`src/hw/rtl/ifa_pkg.sv`:
```
// Package for the integer to ASCII field formatter.
// Holds field widths, ASCII codes, the queue entry type and the digit helpers.
// No dependencies.
`timescale 1ns / 1ps

package ifa_pkg;

   localparam int VALUE_W       = 64;
   localparam int OPT_W         = 6;
   localparam int CHAR_W        = 8;
   localparam int DIGIT_CNT     = 20;
   localparam int DIGIT_CNT_W   = $clog2(DIGIT_CNT + 1);
   localparam int DIGIT_IDX_W   = $clog2(DIGIT_CNT);
   localparam int BCD_W         = 4 * DIGIT_CNT;
   localparam int BITS_PER_STEP = 2;
   localparam int CONV_STEPS    = VALUE_W / BITS_PER_STEP;
   localparam int STEP_CNT_W    = $clog2(CONV_STEPS);
   localparam int WIDTH_LIMIT_MAX = 64;
   localparam int FIELD_CNT_W   = $clog2(WIDTH_LIMIT_MAX + 1);
   localparam int QUEUE_DEPTH   = 2;
   localparam int QUEUE_PTR_W   = $clog2(QUEUE_DEPTH);
   localparam int QUEUE_CNT_W   = $clog2(QUEUE_DEPTH + 1);

   localparam logic [CHAR_W-1:0] CHAR_ZERO    = 8'h30;
   localparam logic [CHAR_W-1:0] CHAR_SPACE   = 8'h20;
   localparam logic [CHAR_W-1:0] CHAR_UPPER_A = 8'h41;
   localparam logic [CHAR_W-1:0] CHAR_LOWER_A = 8'h61;
   localparam logic [CHAR_W-1:0] DIGIT_BASE   = 8'd10;

   typedef struct packed {
      logic [BCD_W-1:0]       digits;
      logic [FIELD_CNT_W-1:0] nfill;
      logic [FIELD_CNT_W-1:0] nzero;
      logic [FIELD_CNT_W-1:0] total;
      logic                   upper;
      logic                   zfill;
   } ifa_entry_type;

   // One shift-add-3 step of binary to BCD conversion.
   function automatic logic [BCD_W-1:0] dabble_step(input logic [BCD_W-1:0] bcd,
                                                     input logic in_bit);
      logic [BCD_W-1:0] adj;
      adj = bcd;
      for (int i = 0; i < DIGIT_CNT; i++) begin
         if (bcd[i*4 +: 4] >= 4'd5) begin
            adj[i*4 +: 4] = bcd[i*4 +: 4] + 4'd3;
         end
      end
      return {adj[BCD_W-2:0], in_bit};
   endfunction

   // Significant digit count, at least one.
   function automatic logic [DIGIT_CNT_W-1:0] count_digits(input logic [BCD_W-1:0] bcd);
      logic [DIGIT_CNT_W-1:0] n;
      n = DIGIT_CNT_W'(1);
      for (int i = 0; i < DIGIT_CNT; i++) begin
         if (bcd[i*4 +: 4] != 4'd0) begin
            n = DIGIT_CNT_W'(i + 1);
         end
      end
      return n;
   endfunction

   function automatic logic [CHAR_W-1:0] digit_char(input logic [3:0] d, input logic upper);
      logic [CHAR_W-1:0] c;
      if (d < 4'd10) begin
         c = CHAR_ZERO + CHAR_W'(d);
      end else if (upper) begin
         c = CHAR_UPPER_A + CHAR_W'(d) - DIGIT_BASE;
      end else begin
         c = CHAR_LOWER_A + CHAR_W'(d) - DIGIT_BASE;
      end
      return c;
   endfunction

endpackage

```
`src/hw/rtl/ifa_if.sv`:
```
// Request and response channel interfaces of the field formatter.
// Depends on ifa_pkg for field widths.
`timescale 1ns / 1ps

interface ifa_req_if;
   logic                         valid;
   logic                         ready;
   logic [ifa_pkg::VALUE_W-1:0]  value;
   logic                         hex_mode;
   logic                         upper_case;
   logic                         zero_fill;
   logic [ifa_pkg::OPT_W-1:0]    min_width;
   logic [ifa_pkg::OPT_W-1:0]    precision;

   modport source(output valid, value, hex_mode, upper_case, zero_fill, min_width,
                  precision, input ready);
   modport sink(input valid, value, hex_mode, upper_case, zero_fill, min_width,
                precision, output ready);
endinterface

interface ifa_rsp_if;
   logic                        valid;
   logic                        ready;
   logic [ifa_pkg::CHAR_W-1:0]  char_out;
   logic                        last_char;

   modport source(output valid, char_out, last_char, input ready);
   modport sink(input valid, char_out, last_char, output ready);
endinterface

```
`src/hw/rtl/ifa_front.sv`:
```
// Front end: accepts a request, converts the value to digits and sizes the field.
// Depends on ifa_pkg and ifa_req_if.
`timescale 1ns / 1ps

module ifa_front #(
   parameter int MAX_FIELD_WIDTH = 40
) (
   input  logic                  clock,
   input  logic                  reset,
   ifa_req_if.sink               req,
   output ifa_pkg::ifa_entry_type push_entry,
   output logic                  push_valid,
   input  logic                  push_ready
);
   import ifa_pkg::*;

   typedef enum logic [2:0] {
      F_IDLE = 3'b001,
      F_CONV = 3'b010,
      F_PUSH = 3'b100
   } front_state_type;

   localparam logic [FIELD_CNT_W-1:0] LIMIT = FIELD_CNT_W'(MAX_FIELD_WIDTH);

   front_state_type        state_ff, state_in;
   logic [BCD_W-1:0]       bcd_ff, bcd_in;
   logic [VALUE_W-1:0]     shift_ff, shift_in;
   logic [STEP_CNT_W-1:0]  step_ff, step_in;
   logic [FIELD_CNT_W-1:0] width_ff, width_in;
   logic [FIELD_CNT_W-1:0] prec_ff, prec_in;
   logic                   upper_ff, upper_in;
   logic                   zfill_ff, zfill_in;

   logic [FIELD_CNT_W-1:0] nd, body;

   assign req.ready  = (state_ff == F_IDLE);
   assign push_valid = (state_ff == F_PUSH);

   always_comb begin
      nd   = FIELD_CNT_W'(count_digits(bcd_ff));
      body = (prec_ff > nd) ? prec_ff : nd;
      push_entry.digits = bcd_ff;
      push_entry.nfill  = (width_ff > body) ? (width_ff - body) : '0;
      push_entry.nzero  = (prec_ff > nd) ? (prec_ff - nd) : '0;
      push_entry.total  = push_entry.nfill + push_entry.nzero + nd;
      push_entry.upper  = upper_ff;
      push_entry.zfill  = zfill_ff;
   end

   always_comb begin
      state_in = state_ff;
      bcd_in   = bcd_ff;
      shift_in = shift_ff;
      step_in  = step_ff;
      width_in = width_ff;
      prec_in  = prec_ff;
      upper_in = upper_ff;
      zfill_in = zfill_ff;
      unique case (state_ff)
         F_IDLE: begin
            if (req.valid) begin
               width_in = (int'(req.min_width) > MAX_FIELD_WIDTH) ? LIMIT
                          : FIELD_CNT_W'(req.min_width);
               prec_in  = (int'(req.precision) > MAX_FIELD_WIDTH) ? LIMIT
                          : FIELD_CNT_W'(req.precision);
               upper_in = req.upper_case;
               zfill_in = req.zero_fill;
               shift_in = req.value;
               step_in  = '0;
               if (req.hex_mode) begin
                  bcd_in   = BCD_W'(req.value);
                  state_in = F_PUSH;
               end else begin
                  bcd_in   = '0;
                  state_in = F_CONV;
               end
            end
         end
         F_CONV: begin
            bcd_in   = dabble_step(dabble_step(bcd_ff, shift_ff[VALUE_W-1]),
                                   shift_ff[VALUE_W-2]);
            shift_in = {shift_ff[VALUE_W-BITS_PER_STEP-1:0], BITS_PER_STEP'(0)};
            step_in  = step_ff + STEP_CNT_W'(1);
            if (step_ff == STEP_CNT_W'(CONV_STEPS - 1)) begin
               state_in = F_PUSH;
            end
         end
         F_PUSH: begin
            if (push_ready) begin
               state_in = F_IDLE;
            end
         end
         default: state_in = F_IDLE;
      endcase
   end

   always_ff @(posedge clock) begin
      if (reset) begin
         state_ff <= F_IDLE;
      end else begin
         state_ff <= state_in;
      end
      bcd_ff   <= bcd_in;
      shift_ff <= shift_in;
      step_ff  <= step_in;
      width_ff <= width_in;
      prec_ff  <= prec_in;
      upper_ff <= upper_in;
      zfill_ff <= zfill_in;
   end

   a_conv_ends: assert property (@(posedge clock) disable iff (reset)
      (state_ff == F_CONV) && (step_ff == STEP_CNT_W'(CONV_STEPS - 1)) |=> state_ff == F_PUSH)
      else $error("conversion did not end after all steps");

   a_total_in_limit: assert property (@(posedge clock) disable iff (reset)
      push_valid |-> push_entry.total <= LIMIT || push_entry.total <= FIELD_CNT_W'(DIGIT_CNT))
      else $error("field length exceeds limit");

endmodule

```
`src/hw/rtl/ifa_queue.sv`:
```
// Two-entry queue between the front end and the character emitter.
// Depends on ifa_pkg.
`timescale 1ns / 1ps

module ifa_queue (
   input  logic                   clock,
   input  logic                   reset,
   input  ifa_pkg::ifa_entry_type push_entry,
   input  logic                   push_valid,
   output logic                   push_ready,
   output ifa_pkg::ifa_entry_type head_entry,
   output logic                   head_valid,
   input  logic                   pop
);
   import ifa_pkg::*;

   ifa_entry_type          entries_ff [QUEUE_DEPTH];
   logic [QUEUE_PTR_W-1:0] wr_ptr_ff, wr_ptr_in;
   logic [QUEUE_PTR_W-1:0] rd_ptr_ff, rd_ptr_in;
   logic [QUEUE_CNT_W-1:0] count_ff, count_in;
   logic                   do_push, do_pop;

   assign push_ready = (count_ff != QUEUE_CNT_W'(QUEUE_DEPTH));
   assign head_valid = (count_ff != '0);
   assign head_entry = entries_ff[rd_ptr_ff];
   assign do_push    = push_valid && push_ready;
   assign do_pop     = pop && head_valid;

   always_comb begin
      wr_ptr_in = do_push ? wr_ptr_ff + QUEUE_PTR_W'(1) : wr_ptr_ff;
      rd_ptr_in = do_pop ? rd_ptr_ff + QUEUE_PTR_W'(1) : rd_ptr_ff;
      count_in  = count_ff;
      if (do_push && !do_pop) begin
         count_in = count_ff + QUEUE_CNT_W'(1);
      end else if (do_pop && !do_push) begin
         count_in = count_ff - QUEUE_CNT_W'(1);
      end
   end

   always_ff @(posedge clock) begin
      if (reset) begin
         wr_ptr_ff <= '0;
         rd_ptr_ff <= '0;
         count_ff  <= '0;
      end else begin
         wr_ptr_ff <= wr_ptr_in;
         rd_ptr_ff <= rd_ptr_in;
         count_ff  <= count_in;
      end
      if (do_push) begin
         entries_ff[wr_ptr_ff] <= push_entry;
      end
   end

   a_count_bound: assert property (@(posedge clock) disable iff (reset)
      count_ff <= QUEUE_CNT_W'(QUEUE_DEPTH))
      else $error("queue count overflow");

   a_pop_nonempty: assert property (@(posedge clock) disable iff (reset)
      pop |-> head_valid)
      else $error("pop from empty queue");

endmodule

```
`src/hw/rtl/ifa_back.sv`:
```
// Back end: walks one queued field and emits a character per cycle while rsp.ready is high.
// Depends on ifa_pkg and ifa_rsp_if.
`timescale 1ns / 1ps

module ifa_back (
   input  logic                   clock,
   input  logic                   reset,
   input  ifa_pkg::ifa_entry_type head_entry,
   input  logic                   head_valid,
   output logic                   pop,
   ifa_rsp_if.source              rsp
);
   import ifa_pkg::*;

   logic [FIELD_CNT_W-1:0] pos_ff, pos_in;
   logic                   valid_ff, valid_in;
   logic [CHAR_W-1:0]      char_ff, char_in;
   logic                   last_ff, last_in;

   logic                   load;
   logic                   at_last;
   logic [FIELD_CNT_W-1:0] lead;
   logic [FIELD_CNT_W-1:0] dig_pos;
   logic [DIGIT_IDX_W-1:0] dig_idx;
   logic [CHAR_W-1:0]      next_char;

   assign rsp.valid     = valid_ff;
   assign rsp.char_out  = char_ff;
   assign rsp.last_char = last_ff;

   assign load    = head_valid && (!valid_ff || rsp.ready);
   assign at_last = (pos_ff == head_entry.total - FIELD_CNT_W'(1));
   assign pop     = load && at_last;

   always_comb begin
      lead    = head_entry.nfill + head_entry.nzero;
      dig_pos = head_entry.total - FIELD_CNT_W'(1) - pos_ff;
      dig_idx = dig_pos[DIGIT_IDX_W-1:0];
      priority if (pos_ff < head_entry.nfill) begin
         next_char = head_entry.zfill ? CHAR_ZERO : CHAR_SPACE;
      end else if (pos_ff < lead) begin
         next_char = CHAR_ZERO;
      end else begin
         next_char = digit_char(head_entry.digits[dig_idx*4 +: 4], head_entry.upper);
      end
   end

   always_comb begin
      pos_in   = pos_ff;
      valid_in = valid_ff;
      char_in  = char_ff;
      last_in  = last_ff;
      if (load) begin
         valid_in = 1'b1;
         char_in  = next_char;
         last_in  = at_last;
         pos_in   = at_last ? '0 : pos_ff + FIELD_CNT_W'(1);
      end else if (rsp.ready) begin
         valid_in = 1'b0;
      end
   end

   always_ff @(posedge clock) begin
      if (reset) begin
         pos_ff   <= '0;
         valid_ff <= 1'b0;
      end else begin
         pos_ff   <= pos_in;
         valid_ff <= valid_in;
      end
      char_ff <= char_in;
      last_ff <= last_in;
   end

   a_pos_in_field: assert property (@(posedge clock) disable iff (reset)
      head_valid |-> pos_ff < head_entry.total)
      else $error("character position beyond field");

   a_idle_pos_zero: assert property (@(posedge clock) disable iff (reset)
      !head_valid |-> pos_ff == '0)
      else $error("position not cleared between fields");

endmodule

```
`src/hw/rtl/integer_to_ascii_field_formatter.sv`:
```
// Top level of the integer to ASCII field formatter.
// Depends on ifa_pkg, ifa_if, ifa_front, ifa_queue and ifa_back.
//
// Usage:
//   req carries one unsigned 64-bit value with its options (hex_mode,
//   upper_case, zero_fill, min_width, precision). rsp returns the formatted
//   field one ASCII character per transfer, most significant first, with
//   last_char set on the final character. Width and precision above
//   MAX_FIELD_WIDTH saturate to it; a field is 1 character up to the larger
//   of MAX_FIELD_WIDTH and its digit count.
//   Flow: a hex request goes from acceptance straight to the push state, a
//   decimal one first through the two-bit-per-cycle BCD converter; the first
//   character of a queued field is then registered in the output register.
//   Throughput: the front end takes no new request until the last is queued;
//   the back end sends one character per cycle while rsp.ready is high, and
//   the two-entry queue lets the next request convert while characters go out.
//   Reset: synchronous, clears the queue, converter state and output valid flag;
//   no result is pending afterward.
//   Stall: when rsp.ready is low the output register holds its character,
//   the queue fills, and then req.ready drops until room frees up.
`timescale 1ns / 1ps

module integer_to_ascii_field_formatter #(
   parameter int MAX_FIELD_WIDTH = 40
) (
   input  logic      clock,
   input  logic      reset,
   ifa_req_if.sink   req,
   ifa_rsp_if.source rsp
);
   import ifa_pkg::*;

   ifa_entry_type push_entry;
   ifa_entry_type head_entry;
   logic          push_valid;
   logic          push_ready;
   logic          head_valid;
   logic          pop;

   ifa_front #(
      .MAX_FIELD_WIDTH(MAX_FIELD_WIDTH)
   ) u_front (
      .clock     (clock),
      .reset     (reset),
      .req       (req),
      .push_entry(push_entry),
      .push_valid(push_valid),
      .push_ready(push_ready)
   );

   ifa_queue u_queue (
      .clock     (clock),
      .reset     (reset),
      .push_entry(push_entry),
      .push_valid(push_valid),
      .push_ready(push_ready),
      .head_entry(head_entry),
      .head_valid(head_valid),
      .pop       (pop)
   );

   ifa_back u_back (
      .clock     (clock),
      .reset     (reset),
      .head_entry(head_entry),
      .head_valid(head_valid),
      .pop       (pop),
      .rsp       (rsp)
   );

endmodule
```
`src/flat_wrapper.sv`:
```
// flat-port wrapper written by rule: the top's interface ports become plain ports
module integer_to_ascii_field_formatter_flat import ifa_pkg::*;
#(
   parameter int MAX_FIELD_WIDTH = 40
)
  (clock, reset, req_valid, req_value, req_hex_mode, req_upper_case, req_zero_fill, req_min_width, req_precision, req_ready, rsp_valid, rsp_char_out, rsp_last_char, rsp_ready);
  ifa_req_if req_i ();
  ifa_rsp_if rsp_i ();
  input  logic clock;
  input  logic reset;
  input wire logic [$bits(req_i.valid)-1:0] req_valid;
  input wire logic [$bits(req_i.value)-1:0] req_value;
  input wire logic [$bits(req_i.hex_mode)-1:0] req_hex_mode;
  input wire logic [$bits(req_i.upper_case)-1:0] req_upper_case;
  input wire logic [$bits(req_i.zero_fill)-1:0] req_zero_fill;
  input wire logic [$bits(req_i.min_width)-1:0] req_min_width;
  input wire logic [$bits(req_i.precision)-1:0] req_precision;
  output wire logic [$bits(req_i.ready)-1:0] req_ready;
  output wire logic [$bits(rsp_i.valid)-1:0] rsp_valid;
  output wire logic [$bits(rsp_i.char_out)-1:0] rsp_char_out;
  output wire logic [$bits(rsp_i.last_char)-1:0] rsp_last_char;
  input wire logic [$bits(rsp_i.ready)-1:0] rsp_ready;
  assign req_i.valid = req_valid;
  assign req_i.value = req_value;
  assign req_i.hex_mode = req_hex_mode;
  assign req_i.upper_case = req_upper_case;
  assign req_i.zero_fill = req_zero_fill;
  assign req_i.min_width = req_min_width;
  assign req_i.precision = req_precision;
  assign req_ready = req_i.ready;
  assign rsp_valid = rsp_i.valid;
  assign rsp_char_out = rsp_i.char_out;
  assign rsp_last_char = rsp_i.last_char;
  assign rsp_i.ready = rsp_ready;
  integer_to_ascii_field_formatter #(.MAX_FIELD_WIDTH(MAX_FIELD_WIDTH)) u_core (.clock(clock), .reset(reset), .req(req_i), .rsp(rsp_i));
endmodule
```
`config.mk`:
```
export PLATFORM = sky130hd
export DESIGN_NAME = integer_to_ascii_field_formatter_flat
export DESIGN_NICKNAME = d
export VERILOG_FILES = /design/src/hw/rtl/ifa_pkg.sv /design/src/hw/rtl/ifa_if.sv /design/src/hw/rtl/ifa_front.sv /design/src/hw/rtl/ifa_queue.sv /design/src/hw/rtl/ifa_back.sv /design/src/hw/rtl/integer_to_ascii_field_formatter.sv /design/src/flat_wrapper.sv
export SDC_FILE = /design/constraint.sdc
export NUM_CORES = 1
export LEC_CHECK = 0
export BUFFER_PORTS_ARGS = -buffer_cell sky130_fd_sc_hd__buf_2
export CAP_MARGIN = 40
export CORE_MARGIN = 2
export CORE_UTILIZATION = 31
export DETAILED_ROUTE_END_ITERATION = 12
export PLACE_DENSITY = 0.5
export SLEW_MARGIN = 20
export SYNTH_ARGS = -nofsm -noshare
export SYNTH_HDL_FRONTEND = slang
export SYNTH_SLANG_ARGS = --single-unit
```
`constraint.sdc`:
```
create_clock -name clock -period 17.5 [get_ports clock]
set_input_delay 3.5 -clock clock [delete_from_list [all_inputs] [get_ports clock]]
set_output_delay 3.5 -clock clock [all_outputs]
set_load 0.01 [all_outputs]
```
==> results of run 1 <==
## flip-flops by register name, indices dropped and copies added (netlist names), named ones only
register / count
u_core.u_back.rsp.valid: 1
u_core.u_front.shift_ff: 64
u_core.u_queue.wr_ptr_ff: 1
u_core.u_queue.entries_ff: 206
u_core.u_front.bcd_ff: 80
u_core.u_queue.rd_ptr_ff: 1
u_core.u_front.step_ff: 5
u_core.u_back.pos_ff: 7
u_core.u_front.zfill_ff: 1
u_core.u_front.upper_ff: 1
u_core.u_front.prec_ff: 6
u_core.u_front.width_ff: 6
u_core.u_queue.count_ff: 2
u_core.u_back.rsp.char_out: 7
u_core.u_back.rsp.last_char: 1
u_core.u_front.state_ff: 3
## kinds of logic (layout without fill, tap and decap cells)
family / after synthesis / count (layout) / synth area share
DFF: 393 / 393 / 0.541
muxes: 146 / 146 / 0.0956
and+or+nand+nor: 586 / 586 / 0.128
AOI/OAI and AO/OA: 314 / 314 / 0.0829
buffers and inverters: 193 / 331 / 0.0363
xor gates and xnor gates: 78 / 78 / 0.0328
other: 1 / 1 / 0.000174
adders and majority gates: 137 / 137 / 0.0831
## area by class of cell
type / instances / area [sq um] / share of cell area
clock inverter: 28 / 231 / 0.00940
multi-input combinational: 1262 / 9120 / 0.370
timing repair buffer: 113 / 706 / 0.0287
sequential: 393 / 11600 / 0.473
clock buffer: 57 / 1260 / 0.0510
tap: 931 / 1160 / 0.0473
inverter: 133 / 499 / 0.0203
## cell usage in the layout (no fill, tap or decap), drive strengths merged, types with 42 or more instances in the layout
master / Yosys / layout
a21oi: 122 / 122
buf: 23 / 113
clkbuf: 37 / 57
edfxtp: 377 / 377
ha: 127 / 127
inv: 133 / 133
mux2: 43 / 43
mux2i: 60 / 60
mux4: 43 / 43
nand2: 229 / 229
nand3: 71 / 71
nor2: 126 / 126
nor3b: 42 / 42
o21ai: 112 / 112
xnor2: 62 / 62
## stage by stage
stage / power [W] / hold WS [ns]
3_3_place_gp: 0.00283 / 0.429
4_1_cts: 0.00387 / 0.452
2_1_floorplan: 0.00251 / 0.421
3_5_place_dp: 0.00290 / 0.442
5_1_grt: 0.00410 / 0.484
6_report: 0.00382 / 0.455
## power by group through the flow
stage	Sequential [W]	Combinational, W	Clock (W)
finish	0.00142	0.00145	0.000952
global route	0.00144	0.00165	0.00101
CTS	0.00142	0.00147	0.000977
detailed placement	0.00144	0.00146	0
global placement	0.00143	0.00140	0
floorplan	0.00140	0.00111	0
## worst paths after layout
path | start | end | slack [ns] | depth (start not counted)
worst max-delay path | u_core.u_front.bcd_ff[12]$_DFFE_PP_ | u_core.u_queue.entries_ff[0][8]$_DFFE_PP_ | 9.23 | 36
worst min-delay path | u_core.u_front.zfill_ff$_DFFE_PP_ | u_core.u_queue.entries_ff[1][0]$_DFFE_PP_ | 0.46 | 0
worst max register to register | u_core.u_front.bcd_ff[12]$_DFFE_PP_ | u_core.u_queue.entries_ff[0][8]$_DFFE_PP_ | 9.23 | 36
worst min register to register | u_core.u_front.zfill_ff$_DFFE_PP_ | u_core.u_queue.entries_ff[1][0]$_DFFE_PP_ | 0.46 | 0
## routing by layer
layer,GRT usage,vias to the layer above
li1,-,6851
met2,0.249,208
met4,0.0364,0
met3,0.0193,56
met5,0,-
met1,0.176,6804
==> reports/qor.yml, run 1 <==
outcome:
  status: "finished clean"
worst_setup_path:
  path_delay_family: "compound AO/OA/AOI/OAI gates"
  path_max_fanout: 8
  cp.required_ns: 17.79
  path_class: "flip-flop to flip-flop"
  crit_path_max_incr_delay_ns: 0.54
  critPathBufInv: 3
  arrival_ns: 8.56
  slowest_stage: "fa_1"
  cp-end-kind: "flip-flop"
  startpoint_type: "flip-flop"
route:
  drt-vias-per-instance: 4.77
  ant_nets: 0
  drt-initial-drc-count: 728
  wl_met1_um: 21800
  vias: 13919
  first_pass_iters: 5
  wl_met2_um: 24800
  top_layer_used: "met4"
  wl_met3_um: 1780
  finalWirelength_um: 49200
  wl_per_cell_um: 16.9
  drc: 0
sta:
  min_period_over_period: 0.473
  tightestPinTransition_ns: 0.785
  setup_viol: 0
  slew_headroom: 0.477
  hold_viol: 0
  fin_tns_setup_ns: 0
  fmax_ghz: 0.121
  rsz0062_at_grt: "no"
  final.setup.worst_slack_ns: 9.23
  drv_slew: 0
  period_needed_ns: 8.27
  clock_skew_ns: 0.0123
die:
  rows: 96
  dieArea_sq_um: 71500
  coreArea_sq_um: 68700
  io_pins: 94
  die_h_um: 267
  die_w_um: 267
  start_util: 0.313
power_and_ir_drop:
  p_comb_frac: 0.380
  clockPowerShare: 0.249
  p_per_area_nw_per_um2: 155
  switching_share: 0.355
  power_frac_seq: 0.370
  p_leak_nw: 9.28
  switching_power_w: 0.00135
  peakVddDrop_mv: 0.0695
  p_int_w: 0.00247
placement:
  place_congestion: 0.815
  dp_cells: 2829
  dpl_worst_slack_ns: 9.28
  dpl_cell_area_sq_um: 23100
  numPortBuffers: 92
  hpwl_um: 35200
synthesis:
  synthFlopType: "edfxtp_1"
  yosys.cell_count.top_type: "edfxtp_1"
  syn_area_sq_um: 21500
  synthCells: 1848
  ys_seq_area_frac: 0.541
  synth_seq_cells: 393
  yosysTopAreaCellShare: 0.526
  yosysWarnings: 0
  yosys.area.top_type: "edfxtp_1"
  synth-edff-count: 377
  synth_nets: 2068
  yosys-top-cells-area: "edfxtp_1 53%, ha_1 7.4%, mux4_2 4.5%"
  netlist-cell-type-count: 63
  syn_area_per_cell_sq_um: 11.6
  synthTopCellsByCount: "377 x edfxtp_1, 229 x nand2_1, 132 x inv_1"
  ys_async_sr_fraction: 0
global_routing:
  grt_pass1_wl_um: 78300
  grt_use_total: 0.139
  grt.overflow.total: 0
  antenna_found_initial: 0
  grt_pass1_vias: 14418
  grt_max_degree: 100
layout:
  nets: 2170
  finalNonFillerCells: 2917
  n_fill_cell: 6767
  layout-drive-gt1-share: 0.141
  design_area_sq_um: 24600
  antennaDiodeCount: 0
  synthToLayoutAreaGrowth_pct: 14.4
  utilization: 0.358
cts:
  cts_sinks: 393
  cts_buffer_depth: 3
  hold_buffers: 0
  post_cts_resized: 0
  ctsHtreeMaxLevel: 2
  clock_latency_ns: 0.57
  cts_setup_buffers: 0
  clockRootBuffer: "clkbuf_16"
  clkTransAtPathRegs_ns: 0.06
  cts_buffers: 47
  cts_tree: "yes"
hold_path:
  min_path_type: "flip-flop to flip-flop"
run:
  drv_cap: 0
Power figures use the tool's default switching activity.
==> run 2, diff against run 1 <==
Clock period 17.5 ns to 8.7 ns, I/O delays scaled along.
==> run 2 against run 1 <==
  * Critical path depth is 2 lower
  * Sequential power grew 100%
  * Core utilization about the same
  * Flip-flop and latch count is the same
  * Clock power up 100%
  * Die area stayed put
  * Sequential share of layout area about the same
  * Non-clock buffer count is the same
  * Hold slack improved by 0.0012 ns
  * Final cell count down 0.10%
  * Global-route usage up 0.074 points
  * Clock-buffer cell count up 3
  * Critical path type unchanged
  * Largest power group unchanged
==> reports/qor.yml, run 2 (synthesis results as in run 1) <==
outcome:
  status: "finished clean"
hold_path:
  min_path_type: "flip-flop to flip-flop"
  worstHoldStart: "u_core.u_front.upper_ff$_DFFE_PP_"
global_routing:
  grt_max_degree: 100  # unchanged
  grt_use_total: 0.140  # +0.000737
  grt_pass1_wl_um: 78400  # +0.15%
  grt.overflow.total: 0  # unchanged
  antenna_found_initial: 0  # unchanged
  grt_pass1_vias: 14070  # -2.4%
cts:
  cts_buffer_depth: 3  # unchanged
  cts_buffers: 47  # unchanged
  cts_tree: "yes"
  post_cts_resized: 0  # unchanged
  clock_latency_ns: 0.59  # +0.02 ns
  clkTransAtPathRegs_ns: 0.06  # about the same
  cts_sinks: 393  # unchanged
  clockRootBuffer: "clkbuf_16"
  ctsHtreeMaxLevel: 2  # unchanged
  cts_setup_buffers: 0  # unchanged
  hold_buffers: 0  # unchanged
die:
  coreArea_sq_um: 68700  # unchanged
  start_util: 0.313  # unchanged
  die_h_um: 267  # unchanged
  die_w_um: 267  # unchanged
  dieArea_sq_um: 71500  # unchanged
  io_pins: 94  # unchanged
  rows: 96  # unchanged
worst_setup_path:
  arrival_ns: 8.12  # -0.44 ns
  cp.required_ns: 9.00  # -8.79 ns
  worstSetupStartpoint: "u_core.u_front.bcd_ff[12]$_DFFE_PP_"
  path_max_fanout: 6  # -2
  crit_path_max_incr_delay_ns: 0.54  # about the same
  path_delay_family: "compound AO/OA/AOI/OAI gates"
  cp-end-kind: "flip-flop"
  slowest_stage: "fa_1"
  critPathBufInv: 1  # -2
  startpoint_type: "flip-flop"
  path_class: "flip-flop to flip-flop"
  r2r_start: "u_core.u_front.bcd_ff[12]$_DFFE_PP_"
layout:
  largest_reg_flops: 206  # unchanged
  layout-drive-gt1-share: 0.141  # -0.000291
  regMostFlops: "u_core.u_queue.entries_ff"
  final_common_cell: "edfxtp_1"
  n_fill_cell: 6862  # +1.4%
  synthToLayoutAreaGrowth_pct: 14.3  # about the same
  nets: 2170  # unchanged
  final_cell_mix: "377 x edfxtp_1, 229 x nand2_1, 132 x inv_1, 127 x ha_1, 125 x nor2_1"
  antennaDiodeCount: 0  # unchanged
  reg.largest.list: "u_core.u_queue.entries_ff (206), u_core.u_front.bcd_ff (80), u_core.u_front.shift_ff (64)"
sta:
  period_needed_ns: 7.82  # -0.449 ns
  hold_viol: 0  # unchanged
  clock_skew_ns: 0.0344  # +0.0222 ns
  setup_viol: 0  # unchanged
  tightestPinTransition_ns: 0.789  # +0.00414 ns
  fmax_ghz: 0.128  # +5.7%
  min_period_over_period: 0.899  # +0.426
  fin_tns_setup_ns: 0  # unchanged
  rsz0062_at_grt: "no"
  drv_slew: 0  # unchanged
  slew_headroom: 0.474  # -0.00276
route:
  vias: 13865  # -0.39%
  drc: 0  # unchanged
  ant_nets: 0  # unchanged
  wl_per_cell_um: 17.0  # +0.95%
  drt-vias-per-instance: 4.76  # -0.29%
  finalWirelength_um: 49700  # +0.85%
  drt-initial-drc-count: 933  # +28%
  first_pass_iters: 4  # -1
placement:
  place_congestion: 0.811  # -0.52%
  hpwl_um: 35000  # -0.59%
  numPortBuffers: 92  # unchanged
run:
  drv_cap: 0  # unchanged
power_and_ir_drop:
  p_per_area_nw_per_um2: 312  # +100%
  p_total_w: 0.00768  # +100%
  p_leak_nw: 9.27  # -0.17%
  peakVddDrop_mv: 0.155  # +120%
[run 2: cell types whose count changed in the layout (fill, tap and decap cells not counted), moves of 2 or more]
cell | previous run | this run
buf_4 | 13 | 15
clkbuf_1 | 8 | 12
clkinv_2 | 8 | 5
clkinv_1 | 13 | 7
[run 2: power breakdown]
| part | switching [W] | internal (W) | leakage (nW) | total, W |
|---|---|---|---|---|
| sequential | 0.000238 | 0.00261 | 3.63 | 0.00285 |
| clock | 0.000776 | 0.00113 | 0.709 | 0.00190 |
| combinational | 0.00172 | 0.00120 | 4.93 | 0.00292 |
[run 2: metal layers]
metal / vias to the layer above / routed length (um) / track usage / part of all wire
li1: 6860 / - / - / -
met1: 6769 / 22400 / 0.178 / 0.45
met2: 184 / 25100 / 0.251 / 0.50
met3: 52 / 1540 / 0.0197 / 0.031
met4: 0 / 726 / 0.0310 / 0.015
met5: - / 0 / 0 / 0
[run 2: path summary, 6_finish.rpt]
kind / to / slack [ns] / depth (start not counted)
hold reg to reg: u_core.u_queue.entries_ff[0][1]$_DFFE_PP_ / 0.46 / 0
setup / recovery: u_core.u_queue.entries_ff[1][8]$_DFFE_PP_ / 0.88 / 34
setup reg to reg: u_core.u_queue.entries_ff[1][8]$_DFFE_PP_ / 0.88 / 34
hold / removal: u_core.u_queue.entries_ff[0][1]$_DFFE_PP_ / 0.46 / 0
[run 2: final cells by class]
cell class	count	area (sq um)	area share
inverter	133	499	0.0203
clock buffer	60	1250	0.0507
timing repair buffer	113	696	0.0283
sequential	393	11600	0.473
clock inverter	22	228	0.00926
tap	931	1160	0.0474
multi-input combinational	1262	9120	0.371
[run 2: stage by stage]
stage	area [sq um]	hold slack [ns]	util	instances	worst slack, ns
after floorplan	21500	0.421	-	1848	1.86
after global placement	23000	0.429	0.335	2825	0.763
after detailed placement	23100	0.443	0.336	2829	0.878
after CTS	24500	0.454	0.357	2911	0.833
after global routing	24600	0.486	0.358	2914	0.256
final	24600	0.456	0.358	2914	0.879
==> run 3, diff against run 2 <==
Settings changed: CORE_ASPECT_RATIO from default to 0.6.
Clock period 8.7 ns to 10.05 ns, I/O delays scaled along.
==> run 3 against run 2 <==
  * Clock skew shrank 0.023 ns
  * Final cell count decreased by 0.86%
  * Die area about the same
  * Sequential power down 13%
  * Flip-flop and latch count did not move
  * Maximum frequency down 9.3%
  * Critical path type unchanged
  * Register-to-register slack better by 0.55 ns
  * Total power decreased by 12%
==> reports/qor.yml, run 3 (synthesis results as in run 1) <==
layout:
  nets: 2165  # -0.23%
  reg.largest.list: "u_core.u_queue.entries_ff (206), u_core.u_front.bcd_ff (80), u_core.u_front.shift_ff (64)"
  final_cell_mix: "377 x edfxtp_1, 229 x nand2_1, 132 x inv_1, 127 x ha_1, 125 x nor2_1"
  final_common_cell: "edfxtp_1"
  regMostFlops: "u_core.u_queue.entries_ff"
  antennaDiodeCount: 0  # unchanged
  layout-drive-gt1-share: 0.140  # -0.000585
  n_fill_cell: 6645  # -3.2%
  largest_reg_flops: 206  # unchanged
  synthToLayoutAreaGrowth_pct: 14.3  # about the same
  register_area_sq_um: 11600  # unchanged
  multi_input_area_sq_um: 9120  # about the same
power_and_ir_drop:
  clockPowerShare: 0.253  # +0.005
  peakVddDrop_mv: 0.125  # -19%
  p_total_w: 0.00679  # -12%
  switching_power_w: 0.00243  # -11%
  power_frac_seq: 0.365  # -0.006
  p_per_area_nw_per_um2: 276  # -12%
  switching_share: 0.358  # +0.00230
  p_int_w: 0.00436  # -12%
  p_leak_nw: 9.27  # about the same
  p_comb_frac: 0.382  # about the same
cts:
  post_cts_resized: 0  # unchanged
  cts_sinks: 393  # unchanged
  cts_setup_buffers: 0  # unchanged
  clock_latency_ns: 0.57  # -0.02 ns
  cts_buffers: 43  # -8.5%
  hold_buffers: 0  # unchanged
  cts_tree: "yes"
  clockRootBuffer: "clkbuf_16"
  cts_buffer_depth: 3  # unchanged
  ctsHtreeMaxLevel: 2  # unchanged
  clkTransAtPathRegs_ns: 0.07  # about the same
sta:
  whs_ns: 0.445  # -0.0116 ns
  final.setup.worst_slack_ns: 1.43  # +0.552 ns
  hold_viol: 0  # unchanged
  drv_slew: 0  # unchanged
  rsz0062_at_grt: "no"
  setup_viol: 0  # unchanged
  period_needed_ns: 8.62  # +0.798 ns
  clock_skew_ns: 0.0117  # -0.0227 ns
  fmax_ghz: 0.116  # -9.3%
  slew_headroom: 0.452  # -0.0220
  fin_tns_setup_ns: 0  # unchanged
  min_period_over_period: 0.858  # -0.0414
  tightestPinTransition_ns: 0.817  # +0.0281 ns
route:
  first_pass_iters: 5  # +1
  ant_nets: 0  # unchanged
  drt-initial-drc-count: 1179  # +26%
  drc: 0  # unchanged
  drt-vias-per-instance: 4.87  # +2.4%
  finalWirelength_um: 51600  # +3.9%
  vias: 14081  # +1.6%
  wl_per_cell_um: 17.9  # +4.8%
global_routing:
  grt_pass1_vias: 13812  # -1.8%
  antenna_found_initial: 2  # +2
  grt.overflow.total: 0  # unchanged
  grt_use_total: 0.144  # +0.00426
  grt_max_degree: 84  # -16%
  grt_pass1_wl_um: 80000  # +2.0%
die:
  die_h_um: 208  # -22%
  coreArea_sq_um: 68300  # -0.55%
  io_pins: 94  # unchanged
  rows: 74  # -23%
  dieArea_sq_um: 71600  # about the same
  die_w_um: 344  # +29%
  start_util: 0.315  # +0.00172
worst_setup_path:
  path_max_fanout: 9  # +3
  path_delay_family: "compound AO/OA/AOI/OAI gates"
  arrival_ns: 8.90  # +0.78 ns
  cp-end-kind: "flip-flop"
  path_class: "flip-flop to flip-flop"
  critPathBufInv: 3  # +2
  slowest_stage: "a21oi_1"
  cp.required_ns: 10.33  # +1.33 ns
  startpoint_type: "flip-flop"
  crit_path_max_incr_delay_ns: 0.60  # +0.06 ns
run:
  drv_cap: 0  # unchanged
placement:
  numPortBuffers: 92  # unchanged
  place_congestion: 0.808  # -0.42%
  dpl_worst_slack_ns: 1.59  # +0.711 ns
  hpwl_um: 36800  # +5.0%
outcome:
  status: "finished clean"
hold_path:
  min_path_type: "flip-flop to flip-flop"
## run 3: metrics by stage
stage          instance area (sq um)  utilization  instances
2_1_floorplan                  21500            -       1848
3_3_place_gp                   23000        0.336       2806
3_5_place_dp                   23100        0.338       2812
4_1_cts                        24600        0.360       2889
5_1_grt                        24600        0.360       2889
6_report                       24600        0.360       2889
## run 3: worst reg2reg max path, delay by kind of cell (launching register included)
kind | cells | cell delay, ns
adder cells (fa/ha/maj) | 5 | 1.66
XOR/XNOR | 3 | 0.40
AND/OR/NAND/NOR | 7 | 1.52
multiplexers | 1 | 0.34
flip-flops | 1 | 0.44
AO/OA/AOI/OAI | 17 | 3.49
buffers and inverters | 3 | 0.48
## run 3: cell type report
type / count / area share
Sequential cell: 393 / 0.473
Multi-Input combinational cell: 1262 / 0.371
Clock buffer: 55 / 0.0473
Tap cell: 912 / 0.0464
Timing Repair Buffer: 112 / 0.0283
Inverter: 133 / 0.0203
Clock inverter: 22 / 0.0139
## run 3: power groups by stage
stage	clock network, W	logic [W]	registers, W
after floorplan	0	0.00193	0.00244
after global placement	0	0.00250	0.00250
after detailed placement	0	0.00259	0.00251
after CTS	0.00176	0.00261	0.00248
after global routing	0.00183	0.00291	0.00252
final	0.00172	0.00259	0.00248
## run 3: final timing paths
check	start	end	slack, ns	cells after the start
setup / recovery	u_core.u_front.bcd_ff[13]$_DFFE_PP_	u_core.u_queue.entries_ff[1][8]$_DFFE_PP_	1.43	36
hold / removal	u_core.u_front.zfill_ff$_DFFE_PP_	u_core.u_queue.entries_ff[0][0]$_DFFE_PP_	0.44	0
setup reg to reg	u_core.u_front.bcd_ff[13]$_DFFE_PP_	u_core.u_queue.entries_ff[1][8]$_DFFE_PP_	1.43	36
hold reg to reg	u_core.u_front.zfill_ff$_DFFE_PP_	u_core.u_queue.entries_ff[0][0]$_DFFE_PP_	0.44	0
## run 3: per-layer routing
metal	part of all wire	up-vias	wire length (um)	GRT usage
met4	0.019	2	981	0.0369
li1	-	6846	-	-
met1	0.53	6859	27100	0.228
met3	0.057	60	2940	0.0270
met2	0.40	314	20600	0.197
met5	0.00016	-	8	0
